### config.mk
export PLATFORM = sky130hd
export DESIGN_NAME = ctt_ram
export DESIGN_NICKNAME = d
export VERILOG_FILES = /design/src/rtl/core/ctt_ram.sv
export SDC_FILE = /design/constraint.sdc
export NUM_CORES = 1
export LEC_CHECK = 0
export BUFFER_PORTS_ARGS = -buffer_cell sky130_fd_sc_hd__buf_2
export CAP_MARGIN = 20
export CORE_MARGIN = 5
export CORE_UTILIZATION = 35
export DETAILED_ROUTE_END_ITERATION = 7
export SLEW_MARGIN = 10
export SYNTH_ARGS = -nofsm -noshare
export SYNTH_HDL_FRONTEND = slang
export SYNTH_SLANG_ARGS = --single-unit
### constraint.sdc
create_clock -name clk -period 2.2 [get_ports clk]
set_input_delay 0.11 -clock clk [delete_from_list [all_inputs] [get_ports clk]]
set_output_delay 0.11 -clock clk [all_outputs]
set_load 0.1 [all_outputs]
### src/rtl/core/ctt_ram.sv
// Generic single-write, single-read RAM with a registered read port.
// No dependencies.
`default_nettype none
module ctt_ram #(
    parameter int WIDTH = 8,
    parameter int DEPTH = 16
) (
    input  wire logic                     clk,
    input  wire logic                     we,
    input  wire logic [$clog2(DEPTH)-1:0] waddr,
    input  wire logic [WIDTH-1:0]         wdata,
    input  wire logic [$clog2(DEPTH)-1:0] raddr,
    output logic      [WIDTH-1:0]         rdata
);

    logic [WIDTH-1:0] mem [DEPTH];

    always_ff @(posedge clk)
    begin
        if (we)
        begin
            mem[waddr] <= wdata;
        end
        rdata <= mem[raddr];
    end

endmodule
`default_nettype wire

== Word-level counts from Yosys, hierarchy flattened ==
Memory sizes are Yosys's and may differ from the RTL's. A register that Yosys moved wholly into a read port is not among the register bits.
Index checks and enable logic that the tools add are counted.
Word-level totals
  register bits: 0
  bits in latches: 0
  RAM bits: 128
  ROM bits: 0
  bits of input ports: 18
  output and inout bits: 8
  logic and storage cells: 3
  memories: 1
Memory list
  mem: depth 16, bits a word 8, rd ports 1, clocked after memory_dff 1, wr ports 1, line 16  | logic [WIDTH-1:0] mem [DEPTH];
Operators by class
  add/sub/neg operators: 0
  multiply operators: 0
  div/mod/pow operators: 0
  magnitude comparators: 0
  equal/unequal tests: 0
  shift-type cells: 0
  multiplexer cells: 2
  bitwise gates (word level): 0
  reduce and logical (&&, ||, !) cells: 0
Operators with widths (number)
  $mux 1: 2

== Depth between registers and ports, before layout ==
  depth after elaboration: 2
  mapped depth: 5
  mapped depth without buffers: 3

== Least setup slack after synthesis ==
Ideal clock, no wire load.
  kind: in2reg
  start: input port waddr[2]
  end: memory mem[0][0] (enable)
  setup time: 0.383 ns
  arrival time: 1.220 ns
  required time: 1.817 ns
  slack: 0.597 ns
  stages: 2
  cell sequence: or3b_2 > nor3_1
RTL lines
  start: declaration: line 10  | input wire logic [$clog2(DEPTH)-1:0] waddr,
  end: declaration: line 16
No word-level cell before the write port.

==> results.sh <==
export IMPL_status="complete, no violations"
export IMPL_dieWidth_um=131
export IMPL_diodes=0
export IMPL_dp_cells=446
export IMPL_yosys_warnings=0
export IMPL_wl_per_cell_um=21.2
export IMPL_cts_setup_buffers=0
export IMPL_ant_nets=0
export IMPL_track_usage=0.124
export IMPL_cap_viol_max_count=0
export IMPL_drt_wl_total_um=10200
export IMPL_synth_cell_types=19
export IMPL_syn_area_mm2=0.00515
export IMPL_initial_core_util=0.356
export IMPL_via_count=2409
export IMPL_die_area_mm2=0.0172
export IMPL_hold_violations=0
export IMPL_netlist_instances=229
export IMPL_dp_hpwl_um=6700
export IMPL_gpl_final_weighted_congestion=0.696
export IMPL_syn_num_nets=247
export IMPL_wl_met2_um=4690
export IMPL_reg2regPathDepth=3
export IMPL_grt_pass1_vias=2548
export IMPL_setup_tns_ns=0
export IMPL_dr_max_layer_used="met4"
export IMPL_rows=44
export IMPL_path_class="reg2reg"
export IMPL_viasPerCell=5.04
export IMPL_max_clock_path_buffers=2
export IMPL_period_needed_ns=1.50
export IMPL_nets=299
export IMPL_max_slew_margin=0.452
export IMPL_wl_met1_um=4850
export IMPL_finalCoreUtilization=0.424
export IMPL_worstHoldPathType="in2reg"
export IMPL_area_growth_syn_to_layout_pct=19.3
export IMPL_ys_ff_latch=136
export IMPL_syn_avg_cell_area_um2=22.5
export IMPL_worstHoldPathCells=1
export IMPL_yosysSeqAreaShare=0.778
export IMPL_fmax_mhz=669
export IMPL_numCtsBuffers=17
export IMPL_slew_violations=0
export IMPL_reg2reg_from="mem[0][5]"
export IMPL_crit_required_ns=2.49
export IMPL_instances_no_fill=478
export IMPL_cp_max_fo=1
export IMPL_root_buffer="clkbuf_16"
export IMPL_min_to="mem[6][6]"
export IMPL_antenna_found_initial=0
export IMPL_rsz0062_at_grt="false"
export IMPL_cp_end_kind="register"
export IMPL_tightestPinTransition_ns=0.820
export IMPL_grt_max_degree=21
export IMPL_clkSlewWorstSetupHoldPaths_ns=0.06
export IMPL_fp_dieH_um=131
export IMPL_drtPass1Iterations=4
export IMPL_met3_length_um=462
export IMPL_cts_hold_buffers=0
export IMPL_finalClockSkew_ns=0.00485
export IMPL_ios=26
export IMPL_hold_start="wdata[6]"
export IMPL_drt_iter0_drc=155
export IMPL_insertion_delay_ns=0.41
export IMPL_drive_gt1_frac=0.310
export IMPL_drcViolationCount=0
export IMPL_cts_resized=0
export IMPL_crit_arrival_ns=1.78
export IMPL_core_area_mm2=0.0145
export IMPL_cts_tree="yes"
export IMPL_rr_endpoint="rdata[5]"
export IMPL_io_buffers=25
export IMPL_leakage_nw=2.07
export IMPL_crit_path_start_kind="register"
export IMPL_r2r_setup_slack_ns=0.70
export IMPL_p_per_area_mw_per_mm2=970
export IMPL_grt_pass1_wl_um=15700
export IMPL_cts_max_level=4
export IMPL_ir_drop_mv=0.715
export IMPL_grt_overflow=0
export IMPL_period_share=0.680
export IMPL_setup_violations=0
export IMPL_cts_sinks=136
[cells in the mapped netlist, drive strengths merged]
master,n,area [µm²]
nor3,4,20.0
dfxtp,8,160
nor2b,1,6.26
nand3,1,5.00
nor2,13,48.8
nand2,9,33.8
and2b,1,7.51
a22oi,16,120
nand3b,2,15.0
edfxtp,128,3840
clkdlybuf4s25,3,30.0
nand2b,2,12.5
and2,1,6.26
or3b,1,8.76
mux4,32,773
buf,7,56.3
[critical path, cell delays in order, from the launching register on]
cell	delay, ns
edfxtp_1	0.36
mux4_1	0.54
a22oi_1	0.36
nand2_1	0.10
[cell type report]
type / instances / area, µm²
clock buffer: 23 / 488
sequential: 136 / 4000
multi-input combinational: 83 / 1060
clock inverter: 9 / 73.8
fill: 1258 / 8340
tap: 184 / 230
timing repair buffer: 43 / 285
[where the power goes]
| part | total (mW) | switching (mW) | internal, mW |
|---|---|---|---|
| Clock | 2.64 | 0.986 | 1.66 |
| Combinational | 0.397 | 0.280 | 0.117 |
| Sequential | 2.91 | 0.0156 | 2.90 |
[cells in the final DEF (no fill, tap or decap), types with 4 or more instances in the layout]
cell / n
buf_4: 16
buf_2: 25
clkbuf_8: 4
mux4_1: 14
mux4_2: 18
edfxtp_1: 128
a22oi_1: 16
nor2_1: 13
dfxtp_1: 8
nand2_1: 9
clkinv_2: 5
clkbuf_16: 17
nor3_1: 4
[registers in the layout, indices dropped and copies added, names as in the netlist]
register and flops:
rdata 8, mem 128
[cells by family after synthesis]
kind of cell	count (synthesis)	share of synthesized area
AND/OR/NAND/NOR	35	0.0318
multiplexers	32	0.150
flip-flops	136	0.778
buffers and inverters	10	0.0168
AO/OA/AOI/OAI	16	0.0233
[per-layer routing]
layer,GRT usage,up-vias
met5,0,-
met4,0.0497,0
met3,0.0436,9
met2,0.178,60
met1,0.173,1261
li1,-,1079
[worst max-delay path by stage]
stage | startpoint | depth (start not counted) | slack, ns | endpoint
after floorplan | waddr[2] | 2 | 0.60 | mem[0][0]
after global placement | waddr[2] | 3 | 0.40 | mem[3][6]
after detailed placement | waddr[2] | 3 | 0.42 | mem[3][6]
after CTS | mem[0][5] | 3 | 0.73 | rdata[5]
after global routing | mem[2][5] | 3 | 0.68 | rdata[5]
final | mem[0][5] | 3 | 0.70 | rdata[5]
[per-stage QoR]
step	hold WS (ns)	power [mW]	setup slack, ns	instance area [µm²]
after floorplan	0.209	3.24	0.597	5150
after global placement	0.500	3.36	0.399	5580
after detailed placement	0.512	3.37	0.425	5580
after CTS	0.0667	6.01	0.734	6140
after global routing	0.0797	6.14	0.682	6140
final	0.0817	5.95	0.705	6140
Note: power is estimated with default switching activity, not from simulation.
