## src/rtl/core/ctt_pkg.sv

```systemverilog
// Shared types, constants and state encoding for the centroid track table.
// Used by ctt_engine and centroid_track_table_core; no dependencies.
`default_nettype none
package ctt_pkg;

    localparam int MAX_TRACKS = 32;
    localparam int IDX_W      = $clog2(MAX_TRACKS);
    localparam int CNT_W      = $clog2(MAX_TRACKS + 1);
    localparam int ADDR_W     = IDX_W + 1;
    localparam int DEPTH      = 2 * MAX_TRACKS;
    localparam int COORD_W    = 16;
    localparam int LIVE_W     = 6;
    localparam int MOVE_W     = 17;

    localparam logic [15:0] RADIUS_RESET = 16'd800;
    localparam logic [7:0]  LOSS_RESET   = 8'd10;
    localparam logic [7:0]  REG_RADIUS   = 8'd0;
    localparam logic [7:0]  REG_LOSS     = 8'd1;

    typedef enum logic [1:0] {
        KIND_MATCH = 2'd0,
        KIND_NEW   = 2'd1,
        KIND_DROP  = 2'd2,
        KIND_NONE  = 2'd3
    } kind_t;

    typedef enum logic [3:0] {
        ST_IDLE,
        ST_R2,
        ST_SCAN_RD,
        ST_SCAN_DX,
        ST_SCAN_DY,
        ST_SCAN_CMP,
        ST_NEW,
        ST_SW_RD,
        ST_SW_WR,
        ST_SWAP,
        ST_DONE
    } state_t;

    typedef struct packed {
        logic [15:0] pos_x;
        logic [15:0] pos_y;
        logic [15:0] start_x;
        logic [15:0] start_y;
        logic [15:0] id;
        logic [15:0] seen;
        logic [7:0]  missed;
    } entry_t;

    localparam int ENTRY_W = $bits(entry_t);

    typedef struct packed {
        logic [15:0] point_x;
        logic [15:0] point_y;
        logic        point_present;
        logic        frame_end;
    } item_t;

    typedef struct packed {
        kind_t              result_kind;
        logic [15:0]        track_number;
        logic [15:0]        seen_frames;
        logic [MOVE_W-1:0]  moved_x;
        logic [MOVE_W-1:0]  moved_y;
        logic [LIVE_W-1:0]  live_tracks;
    } result_t;

    typedef struct packed {
        logic              we;
        logic [ADDR_W-1:0] waddr;
        entry_t            wdata;
        logic [ADDR_W-1:0] raddr;
    } ram_req_t;

endpackage
`default_nettype wire

```

## src/rtl/core/ctt_engine.sv

```systemverilog
// Sequencer and shared squaring unit: table scan, track refresh and frame-end sweep.
// Depends on ctt_pkg; drives the track store through a ram_req_t request.
`default_nettype none
module ctt_engine (
    input  wire logic              clk,
    input  wire logic              rst_n,
    input  wire logic              in_valid,
    output logic                   in_ready,
    input  wire ctt_pkg::item_t    in_item,
    input  wire logic [15:0]       match_radius,
    input  wire logic [7:0]        loss_limit,
    input  wire logic              out_free,
    output logic                   res_valid,
    output ctt_pkg::result_t       res,
    output ctt_pkg::ram_req_t      ram_req,
    input  wire ctt_pkg::entry_t   ram_rdata
);

    ctt_pkg::state_t state_reg, state_next;

    logic [ctt_pkg::CNT_W-1:0]      idx_reg, next_fill_reg, cur_fill_reg;
    logic                           bank_reg;
    logic [15:0]                    id_counter_reg;
    logic [ctt_pkg::MAX_TRACKS-1:0] hit_reg;

    ctt_pkg::item_t   item_reg;
    ctt_pkg::entry_t  ent_reg;
    ctt_pkg::result_t res_reg;
    logic [31:0]      acc_reg, prod_reg, r2_reg;

    logic [ctt_pkg::IDX_W-1:0]  idx;
    logic                       scan_end, next_full, hit_now, is_match;
    logic [15:0]                mul_a;
    logic [31:0]                mul_p;
    logic [32:0]                dist_sum;
    logic [7:0]                 miss_inc;
    logic                       keep;
    logic [ctt_pkg::ADDR_W-1:0] cur_addr, nxt_addr;
    ctt_pkg::entry_t            match_ent, new_ent, age_ent;
    ctt_pkg::result_t           start_res;
    logic [15:0]                seen_inc;

    function automatic logic [15:0] abs_diff(input logic [15:0] a, input logic [15:0] b);
        abs_diff = (a > b) ? (a - b) : (b - a);
    endfunction

    function automatic logic [ctt_pkg::MOVE_W-1:0] disp(input logic [15:0] p,
                                                       input logic [15:0] s);
        disp = {1'b0, p} - {1'b0, s};
    endfunction

    assign idx       = idx_reg[ctt_pkg::IDX_W-1:0];
    assign scan_end  = idx_reg >= cur_fill_reg;
    assign next_full = next_fill_reg >= ctt_pkg::CNT_W'(ctt_pkg::MAX_TRACKS);
    assign hit_now   = hit_reg[idx];
    assign cur_addr  = {bank_reg, idx};
    assign nxt_addr  = {~bank_reg, next_fill_reg[ctt_pkg::IDX_W-1:0]};
    assign mul_p     = mul_a * mul_a;
    assign dist_sum  = {1'b0, acc_reg} + {1'b0, prod_reg};
    assign is_match  = dist_sum < {1'b0, r2_reg};
    assign miss_inc  = (ram_rdata.missed == 8'hFF) ? 8'hFF : ram_rdata.missed + 8'd1;
    assign keep      = (miss_inc < loss_limit) && !next_full;
    assign seen_inc  = (ent_reg.seen == 16'hFFFF) ? 16'hFFFF : ent_reg.seen + 16'd1;

    always_comb
    begin
        match_ent         = ent_reg;
        match_ent.pos_x   = item_reg.point_x;
        match_ent.pos_y   = item_reg.point_y;
        match_ent.seen    = seen_inc;
        match_ent.missed  = 8'd0;
        new_ent.pos_x     = item_reg.point_x;
        new_ent.pos_y     = item_reg.point_y;
        new_ent.start_x   = item_reg.point_x;
        new_ent.start_y   = item_reg.point_y;
        new_ent.id        = id_counter_reg;
        new_ent.seen      = 16'd1;
        new_ent.missed    = 8'd0;
        age_ent           = ram_rdata;
        age_ent.missed    = miss_inc;
        start_res             = '0;
        start_res.result_kind = !in_item.point_present ? ctt_pkg::KIND_NONE :
                                next_full ? ctt_pkg::KIND_DROP : ctt_pkg::KIND_MATCH;
    end

    // Next state.
    always_comb
    begin
        state_next = state_reg;
        unique case (state_reg)
            ctt_pkg::ST_IDLE:
            begin
                if (in_valid)
                begin
                    if (in_item.point_present && !next_full)
                        state_next = ctt_pkg::ST_R2;
                    else if (in_item.frame_end)
                        state_next = ctt_pkg::ST_SW_RD;
                    else
                        state_next = ctt_pkg::ST_DONE;
                end
            end
            ctt_pkg::ST_R2:      state_next = ctt_pkg::ST_SCAN_RD;
            ctt_pkg::ST_SCAN_RD:
            begin
                if (scan_end)
                    state_next = ctt_pkg::ST_NEW;
                else if (!hit_now)
                    state_next = ctt_pkg::ST_SCAN_DX;
            end
            ctt_pkg::ST_SCAN_DX: state_next = ctt_pkg::ST_SCAN_DY;
            ctt_pkg::ST_SCAN_DY: state_next = ctt_pkg::ST_SCAN_CMP;
            ctt_pkg::ST_SCAN_CMP:
            begin
                if (!is_match)
                    state_next = ctt_pkg::ST_SCAN_RD;
                else if (item_reg.frame_end)
                    state_next = ctt_pkg::ST_SW_RD;
                else
                    state_next = ctt_pkg::ST_DONE;
            end
            ctt_pkg::ST_NEW:
                state_next = item_reg.frame_end ? ctt_pkg::ST_SW_RD : ctt_pkg::ST_DONE;
            ctt_pkg::ST_SW_RD:
            begin
                if (scan_end)
                    state_next = ctt_pkg::ST_SWAP;
                else if (!hit_now)
                    state_next = ctt_pkg::ST_SW_WR;
            end
            ctt_pkg::ST_SW_WR:   state_next = ctt_pkg::ST_SW_RD;
            ctt_pkg::ST_SWAP:    state_next = ctt_pkg::ST_DONE;
            ctt_pkg::ST_DONE:
            begin
                if (out_free)
                    state_next = ctt_pkg::ST_IDLE;
            end
            default:             state_next = ctt_pkg::ST_IDLE;
        endcase
    end

    // Outputs: handshake, multiplier operand and store request.
    always_comb
    begin
        in_ready      = 1'b0;
        res_valid     = 1'b0;
        mul_a         = match_radius;
        ram_req.we    = 1'b0;
        ram_req.waddr = nxt_addr;
        ram_req.wdata = new_ent;
        ram_req.raddr = cur_addr;
        unique case (state_reg)
            ctt_pkg::ST_IDLE:     in_ready = 1'b1;
            ctt_pkg::ST_SCAN_DX:  mul_a = abs_diff(item_reg.point_x, ram_rdata.pos_x);
            ctt_pkg::ST_SCAN_DY:  mul_a = abs_diff(item_reg.point_y, ent_reg.pos_y);
            ctt_pkg::ST_SCAN_CMP:
            begin
                ram_req.we    = is_match;
                ram_req.wdata = match_ent;
            end
            ctt_pkg::ST_NEW:      ram_req.we = 1'b1;
            ctt_pkg::ST_SW_WR:
            begin
                ram_req.we    = keep;
                ram_req.wdata = age_ent;
            end
            ctt_pkg::ST_DONE:     res_valid = out_free;
            default: ;
        endcase
    end

    assign res = res_reg;

    always_ff @(posedge clk or negedge rst_n)
    begin
        if (!rst_n)
        begin
            state_reg      <= ctt_pkg::ST_IDLE;
            idx_reg        <= '0;
            next_fill_reg  <= '0;
            cur_fill_reg   <= '0;
            bank_reg       <= 1'b0;
            id_counter_reg <= '0;
            hit_reg        <= '0;
        end
        else
        begin
            state_reg <= state_next;
            unique case (state_reg)
                ctt_pkg::ST_IDLE:    idx_reg <= '0;
                ctt_pkg::ST_SCAN_RD,
                ctt_pkg::ST_SW_RD:
                begin
                    if (!scan_end && hit_now)
                        idx_reg <= idx_reg + 1'b1;
                end
                ctt_pkg::ST_SCAN_CMP:
                begin
                    if (is_match)
                    begin
                        hit_reg[idx]  <= 1'b1;
                        next_fill_reg <= next_fill_reg + 1'b1;
                        idx_reg       <= '0;
                    end
                    else
                    begin
                        idx_reg <= idx_reg + 1'b1;
                    end
                end
                ctt_pkg::ST_NEW:
                begin
                    next_fill_reg  <= next_fill_reg + 1'b1;
                    id_counter_reg <= id_counter_reg + 16'd1;
                    idx_reg        <= '0;
                end
                ctt_pkg::ST_SW_WR:
                begin
                    idx_reg <= idx_reg + 1'b1;
                    if (keep)
                        next_fill_reg <= next_fill_reg + 1'b1;
                end
                ctt_pkg::ST_SWAP:
                begin
                    bank_reg      <= ~bank_reg;
                    cur_fill_reg  <= next_fill_reg;
                    next_fill_reg <= '0;
                    hit_reg       <= '0;
                end
                default: ;
            endcase
        end
    end

    always_ff @(posedge clk)
    begin
        unique case (state_reg)
            ctt_pkg::ST_IDLE:
            begin
                item_reg <= in_item;
                res_reg  <= start_res;
            end
            ctt_pkg::ST_R2:      r2_reg <= mul_p;
            ctt_pkg::ST_SCAN_DX:
            begin
                ent_reg <= ram_rdata;
                acc_reg <= mul_p;
            end
            ctt_pkg::ST_SCAN_DY: prod_reg <= mul_p;
            ctt_pkg::ST_SCAN_CMP:
            begin
                if (is_match)
                begin
                    res_reg.result_kind  <= ctt_pkg::KIND_MATCH;
                    res_reg.track_number <= ent_reg.id;
                    res_reg.seen_frames  <= seen_inc;
                    res_reg.moved_x      <= disp(item_reg.point_x, ent_reg.start_x);
                    res_reg.moved_y      <= disp(item_reg.point_y, ent_reg.start_y);
                end
            end
            ctt_pkg::ST_NEW:
            begin
                res_reg.result_kind  <= ctt_pkg::KIND_NEW;
                res_reg.track_number <= id_counter_reg;
                res_reg.seen_frames  <= 16'd1;
                res_reg.moved_x      <= '0;
                res_reg.moved_y      <= '0;
            end
            ctt_pkg::ST_SWAP:    res_reg.live_tracks <= ctt_pkg::LIVE_W'(next_fill_reg);
            default: ;
        endcase
    end

    a_fill_bound: assert property (@(posedge clk) disable iff (!rst_n)
        next_fill_reg <= ctt_pkg::CNT_W'(ctt_pkg::MAX_TRACKS))
        else $error("next table fill exceeds capacity");

    a_write_next_bank: assert property (@(posedge clk) disable iff (!rst_n)
        ram_req.we |-> (ram_req.waddr[ctt_pkg::ADDR_W-1] != bank_reg))
        else $error("store write landed in the current bank");

    a_swap_clears: assert property (@(posedge clk) disable iff (!rst_n)
        state_reg == ctt_pkg::ST_SWAP |=> hit_reg == '0 && next_fill_reg == '0)
        else $error("frame swap left marks or fill behind");

    a_match_marks: assert property (@(posedge clk) disable iff (!rst_n)
        (state_reg == ctt_pkg::ST_SCAN_CMP && is_match) |=> hit_reg[$past(idx)])
        else $error("matched track not marked");

endmodule
`default_nettype wire
```

## config.mk

```make
export PLATFORM = sky130hd
export DESIGN_NAME = ctt_engine
export DESIGN_NICKNAME = d
export VERILOG_FILES = /design/src/rtl/core/ctt_pkg.sv /design/src/rtl/core/ctt_engine.sv
export SDC_FILE = /design/constraint.sdc
export NUM_CORES = 1
export LEC_CHECK = 0
export ABC_CLOCK_PERIOD_IN_PS = 9900
export BUFFER_PORTS_ARGS = -buffer_cell sky130_fd_sc_hd__buf_4
export CAP_MARGIN = 30
export CORE_MARGIN = 4
export CORE_UTILIZATION = 50
export DETAILED_ROUTE_END_ITERATION = 10
export PLACE_DENSITY = 0.69
export SYNTH_ARGS = -nofsm -noshare
export SYNTH_HDL_FRONTEND = slang
export SYNTH_SLANG_ARGS = --single-unit
export TNS_END_PERCENT = 10
```

## constraint.sdc

```tcl
create_clock -name clk -period 9.9 [get_ports clk]
set_input_delay 0.495 -clock clk [delete_from_list [all_inputs] [get_ports clk]]
set_output_delay 0.495 -clock clk [all_outputs]
set_load 0.02 [all_outputs]
```

# Word-level counts from Yosys, hierarchy flattened
# Cells that the tools add are included.
# op_classes
n_reduce_logical	19
n_mux	37
multipliers	1
magnitude_cmp	8
eq_ne	19
add_sub_neg	12
bitwise	2
# ops
operator	n
104-bit one-hot mux with 2 select lines	1
68-bit one-hot mux with 3 select lines	1
68-bit two-way mux	1
32-bit one-hot mux with 2 select lines	1
16-bit subtractor	4
16-bit two-way mux	3
6-bit one-hot mux with 4 select lines	2
4-bit one-hot mux with 11 select lines	1
4-bit two-way mux	10
16-bit by 16-bit subtractor with 17-bit output	2
32-bit by 32-bit adder with 33-bit output	1
33-bit by 32-bit less-than comparator with 1-bit output	1
16-bit by 1-bit adder with 16-bit output, second input constant	2
16-bit > comparator	2
16-bit by 16-bit multiplier with 32-bit output	1
32-bit two-way mux	1
32-bit bitwise OR	1
16-bit one-hot mux with 2 select lines	1
6-bit two-way mux	4
16-bit == test, second input constant	1
4-bit by 3-bit == test with 1-bit output, second input constant	4
6-bit by 1-bit adder with 6-bit output, second input constant	2
4-bit == test, second input constant	3
6-bit one-hot mux with 2 select lines	1
28 further kinds	47
# word_totals
in_bits	166
elab_cells	122
ff_bits	354
out_inout_bits	193

# Logic depth before layout (Yosys ltp)
# depth
depth_word	7
mapped_depth	41
depth_no_buf	38

# Least setup slack after synthesis
# OpenSTA, ideal clock, no wires.
# synth_path
path_kind	flip-flop to flip-flop
from	register state_reg[2]
to	register acc_reg[30], data pin
setup_slack_ps	474
t_arrival_ps	9157
n_path_buf	3
setup_ps	269
t_required_ps	9631
synth_period_minus_slack_ps	9426
stages_incl_launch_ff	31
cell_sequence	dfrtp_1 -> clkbuf_1 -> nor2_1 -> nand3_1 -> inv_2 -> nor2_1 -> clkbuf_1 -> a22oi_1 -> o21ai_1 -> clkbuf_1 -> and2_1 -> fa_1 -> inv_1 -> fa_1 -> inv_1 -> fa_1 -> fa_1 -> fa_1 -> inv_1 -> fa_1 -> inv_1 -> ha_1 -> a21o_1 -> a21o_1 -> a21oi_1 -> o21ai_0 -> a21o_1 -> a2111o_1 -> o221ai_1 -> o31ai_1 -> a311o_1
# synth_between
elab_chain_cells	3
elab_cells_between_ends	4
classes_between	mul: 1; eq/ne: 2; mux: 1
# synth_lines
item	line_no	text
from (decl)	ctt_engine.sv:19	ctt_pkg::state_t state_reg, state_next;
from (signal assigned)	ctt_engine.sv:178	state_reg <= ctt_pkg::ST_IDLE;
from (signal assigned)	ctt_engine.sv:188	state_reg <= state_next;
4-bit by 3-bit == test with 1-bit output / 4-bit by 2-bit == test with 1-bit output (equally long branches)	ctt_engine.sv:152	unique case (state_reg)
16-bit one-hot mux with 2 select lines *	ctt_engine.sv:152	
16-bit by 16-bit multiplier with 32-bit output *	ctt_engine.sv:58	assign mul_p = mul_a * mul_a;
named net mul_p[30]	ctt_engine.sv:34	logic [31:0] mul_p;
to (signal assigned)	ctt_engine.sv:246	acc_reg <= mul_p;
to (decl)	ctt_engine.sv:29	logic [31:0] acc_reg, prod_reg, r2_reg;
# Mark *: on every way through the listed nets, which the timed path passes. The rest lies on a longest branch.
# A chain may end at the register's enable or synchronous reset.

# Final worst setup path
# layout_path
from	register item_reg[2] (netlist name)
to	register prod_reg[28], data pin
# layout_between
elab_chain_cells	4
elab_cells_between_ends	6
classes_between	add/sub: 2; mul: 1; order compare: 1; mux: 2
# layout_lines
item	line_no	text
from (decl)	ctt_engine.sv:26	ctt_pkg::item_t item_reg;
from (signal assigned)	ctt_engine.sv:239	item_reg <= in_item;
16-bit subtractor / 16-bit > comparator (equally long branches)	ctt_engine.sv:44	abs_diff = (a > b) ? (a - b) : (b - a);
16-bit two-way mux *	ctt_engine.sv:44	
16-bit one-hot mux with 2 select lines *	ctt_engine.sv:152	
16-bit by 16-bit multiplier with 32-bit output *	ctt_engine.sv:58	
named net mul_p[28]	ctt_engine.sv:34	
to (signal assigned)	ctt_engine.sv:248	ctt_pkg::ST_SCAN_DY: prod_reg <= mul_p;
to (decl)	ctt_engine.sv:29	
# Marks and branches as above.

==> impl_metrics.yaml <==
run_status:
  outcome: "finished, final reports clean"
drt:
  first_pass_iters: 6
  ant_nets: 0
  wl_mm: 81.1
  viasPerCell: 5.62
  avgRoutedWirePerCell_um: 20.2
  met1Wirelength_mm: 32.8
  wl_met2_mm: 40.2
  via_count: 22595
  drc: 0
  dr.first_iter.drc_count: 1512
  dr_wl_met3_mm: 5.84
  top_layer: "met4"
hold_path:
  hold_class: "input port to async pin"
yosys:
  synth_fp_nets: 3486
  synth-seq-cells: 351
  synth_xor_area_share_pct: 4.00
  synth-seq-area-share_pct: 35.8
  synth_edf_count: 280
  muxShareOfSynthArea_pct: 1.75
  synth_top_flop_cell: "edfxtp_1"
  yosysUniqueCellTypes: 83
  synth_top_family_by_area: "adder cells"
  synth_compound_area_share_pct: 15.0
  syn_inst: 2878
  syn_area_per_cell_um2: 9.89
  synth-simple-area-share_pct: 12.2
  synth_fa_ha_area_share_pct: 23.9
  netlist_area_um2: 28500
  synthArstFlopShare_pct: 20.2
  yosys_warnings: 0
floorplanning:
  fp.dieW_um: 247
  rows: 87
  die_area_um2: 60800
  die_h_um: 247
  initial_utilization_pct: 50.5
  ios: 359
  coreArea_um2: 56400
critical_path:
  timing.rr.start: "item_reg[2]"
  worst-r2r-setup-slack_ps: 420
  reg2regPathDepth: 36
  cp_slowest_stage_delay_ps: 560
  cp.depth: 36
  path_delay_family: "adder cells"
  critPathCaptureType: "flip-flop"
  startpoint_type: "flip-flop"
  critical_path_required_ps: 10210
  cp_max_fo: 4
  cp_data_arrival_time_ps: 9790
  crit_type: "flip-flop to flip-flop"
  regToRegEndpoint: "prod_reg[28]"
  cp_slowest_cell: "fa_1"
  critPathBufInv: 7
final_layout:
  syn2layout_area_growth_pct: 18.1
  layout_common_cells: "buf_4, inv_1, edfxtp_1, ha_1, nand2_1"
  fin_nets: 3835
  largest_reg_flops: 80
  drive_gt1_share_pct: 16.8
  finalNonFillerCells: 4021
  final_common_cell: "buf_4"
clocking:
  clockBufferDepth: 3
  clkSinkCount: 351
  cts_tree: "yes"
  hold_buffers: 0
  root_buffer: "clkbuf_16"
  cts_buffers: 41
  clkTransAtPathRegs_ps: 70
  insertion_delay_ps: 600
  cts_max_level: 2
global_routing:
  antenna_found_initial: 6
  grt_max_degree: 101
  track_usage_pct: 26.1
  overflow: 0
  grt_pass1_vias: 23181
  grt_pass1_wl_mm: 126
placed_design:
  gp_congestion: 0.913
  hpwl_mm: 64.2
  dp.cells: 3936
  port_buffers: 358
sta:
  drv_slew: 0
  hold_violations: 0
  setup_violations: 0
  clock.fmax_ghz: 0.105
  min_period_ps: 9480
  relSlewSlack_pct: 30.0
  skew_ps: 28.2
  finalCritPeriodShare_pct: 95.8
  worst_pin_slew_ps: 1020
flow_run:
  drv_cap: 0
-- Yosys cell counts (7+ instances only) --
cell type | count | area share (%)
inv_1 | 413 | 5.4
edfxtp_1 | 280 | 30
ha_1 | 273 | 12
nand2_1 | 254 | 3.4
nor2_1 | 201 | 2.7
fa_1 | 169 | 12
a21oi_1 | 133 | 2.3
o21ai_0 | 107 | 1.9
a21o_1 | 90 | 2.4
clkbuf_1 | 83 | 1.1
nor3_1 | 79 | 1.4
xnor2_1 | 79 | 2.4
dfrtp_1 | 71 | 6.2
and2_1 | 53 | 1.2
xor2_1 | 51 | 1.6
a31oi_1 | 45 | 0.99
nand3_1 | 38 | 0.67
a221o_1 | 36 | 1.3
mux2i_1 | 27 | 0.95
nor2b_1 | 27 | 0.59
nand4_1 | 26 | 0.57
o21a_1 | 25 | 0.66
and3_1 | 21 | 0.46
nand2b_1 | 21 | 0.46
a22oi_1 | 19 | 0.50
o211ai_1 | 18 | 0.47
buf_2 | 17 | 0.30
a22o_1 | 15 | 0.46
a211oi_1 | 14 | 0.37
buf_4 | 13 | 0.34
o21bai_1 | 13 | 0.34
or2_2 | 10 | 0.22
a211o_1 | 8 | 0.25
a21boi_0 | 8 | 0.21
mux4_2 | 8 | 0.63
o2111ai_1 | 8 | 0.25
o22ai_1 | 8 | 0.18
or3_1 | 8 | 0.18
a41oi_1 | 7 | 0.22
o221ai_1 | 7 | 0.22
-- how the worst max path moves through the flow --
stage                      start           end  slack [ps]
floorplan           state_reg[2]   acc_reg[30]         470
global placement     item_reg[2]   acc_reg[30]         240
detailed placement   item_reg[2]    r2_reg[30]         110
CTS                  item_reg[2]   acc_reg[30]          90
global route        item_reg[18]  prod_reg[28]         -60
finish               item_reg[2]  prod_reg[28]         420
-- worst reg2reg max path: cells and delay by family (launching register included) --
family | cells | cell delay (ps)
fa+ha+maj | 9 | 3990
compound gates | 16 | 3610
buf+inv | 7 | 540
flops | 1 | 390
mux | 1 | 300
simple gates | 2 | 280
xor+xnor | 1 | 90
-- kinds of logic (layout without fill, tap and decap cells) --
group	after synthesis	after routing
compound gates	624	624
fa+ha+maj	442	442
simple gates	754	754
xor+xnor	130	130
mux	39	39
buf+inv	538	919
other cells	0	6
flops	351	351
-- per-stage QoR --
| stage | hold WS (ps) | setup TNS, ps | setup slack [ps] | cell area (um^2) | utilization [%] |
|---|---|---|---|---|---|
| after CTS | 50.6 | 0 | 85.5 | 33500 | 59.4 |
| after global placement | 464 | 0 | 236 | 32100 | 56.8 |
| after floorplan | 199 | 0 | 474 | 28500 | - |
| final | 31.9 | 0 | 420 | 33600 | 59.6 |
| after global routing | 61.4 | -473 | -60.5 | 33600 | 59.6 |
| after detailed placement | 468 | 0 | 106 | 32100 | 56.9 |
-- layer usage --
layer	vias to the layer above	global-route usage (%)
li1	10679	-
met1	11052	33.3
met2	752	44.6
met3	112	5.79
met4	0	7.96
met5	-	0
-- cell type report --
cell class	instances	area, um^2
diodes	6	15.0
clock buffers	52	1140
clock inverters	23	250
fillers	4851	22800
inverters	418	1570
multi-input cells	1989	16300
flip-flops and latches	351	10200
well taps	756	946
repair buffers	426	3250
-- what timing repair did --
action                                  in CTS  in global routing
gates resized for setup                      0                 11
endpoints found under the setup margin       0                 21
buffers inserted                             0                  2
Power is left out: the tool's default activity adds up to more than one toggle a clock period on the data nets, which glitch-free logic cannot reach.
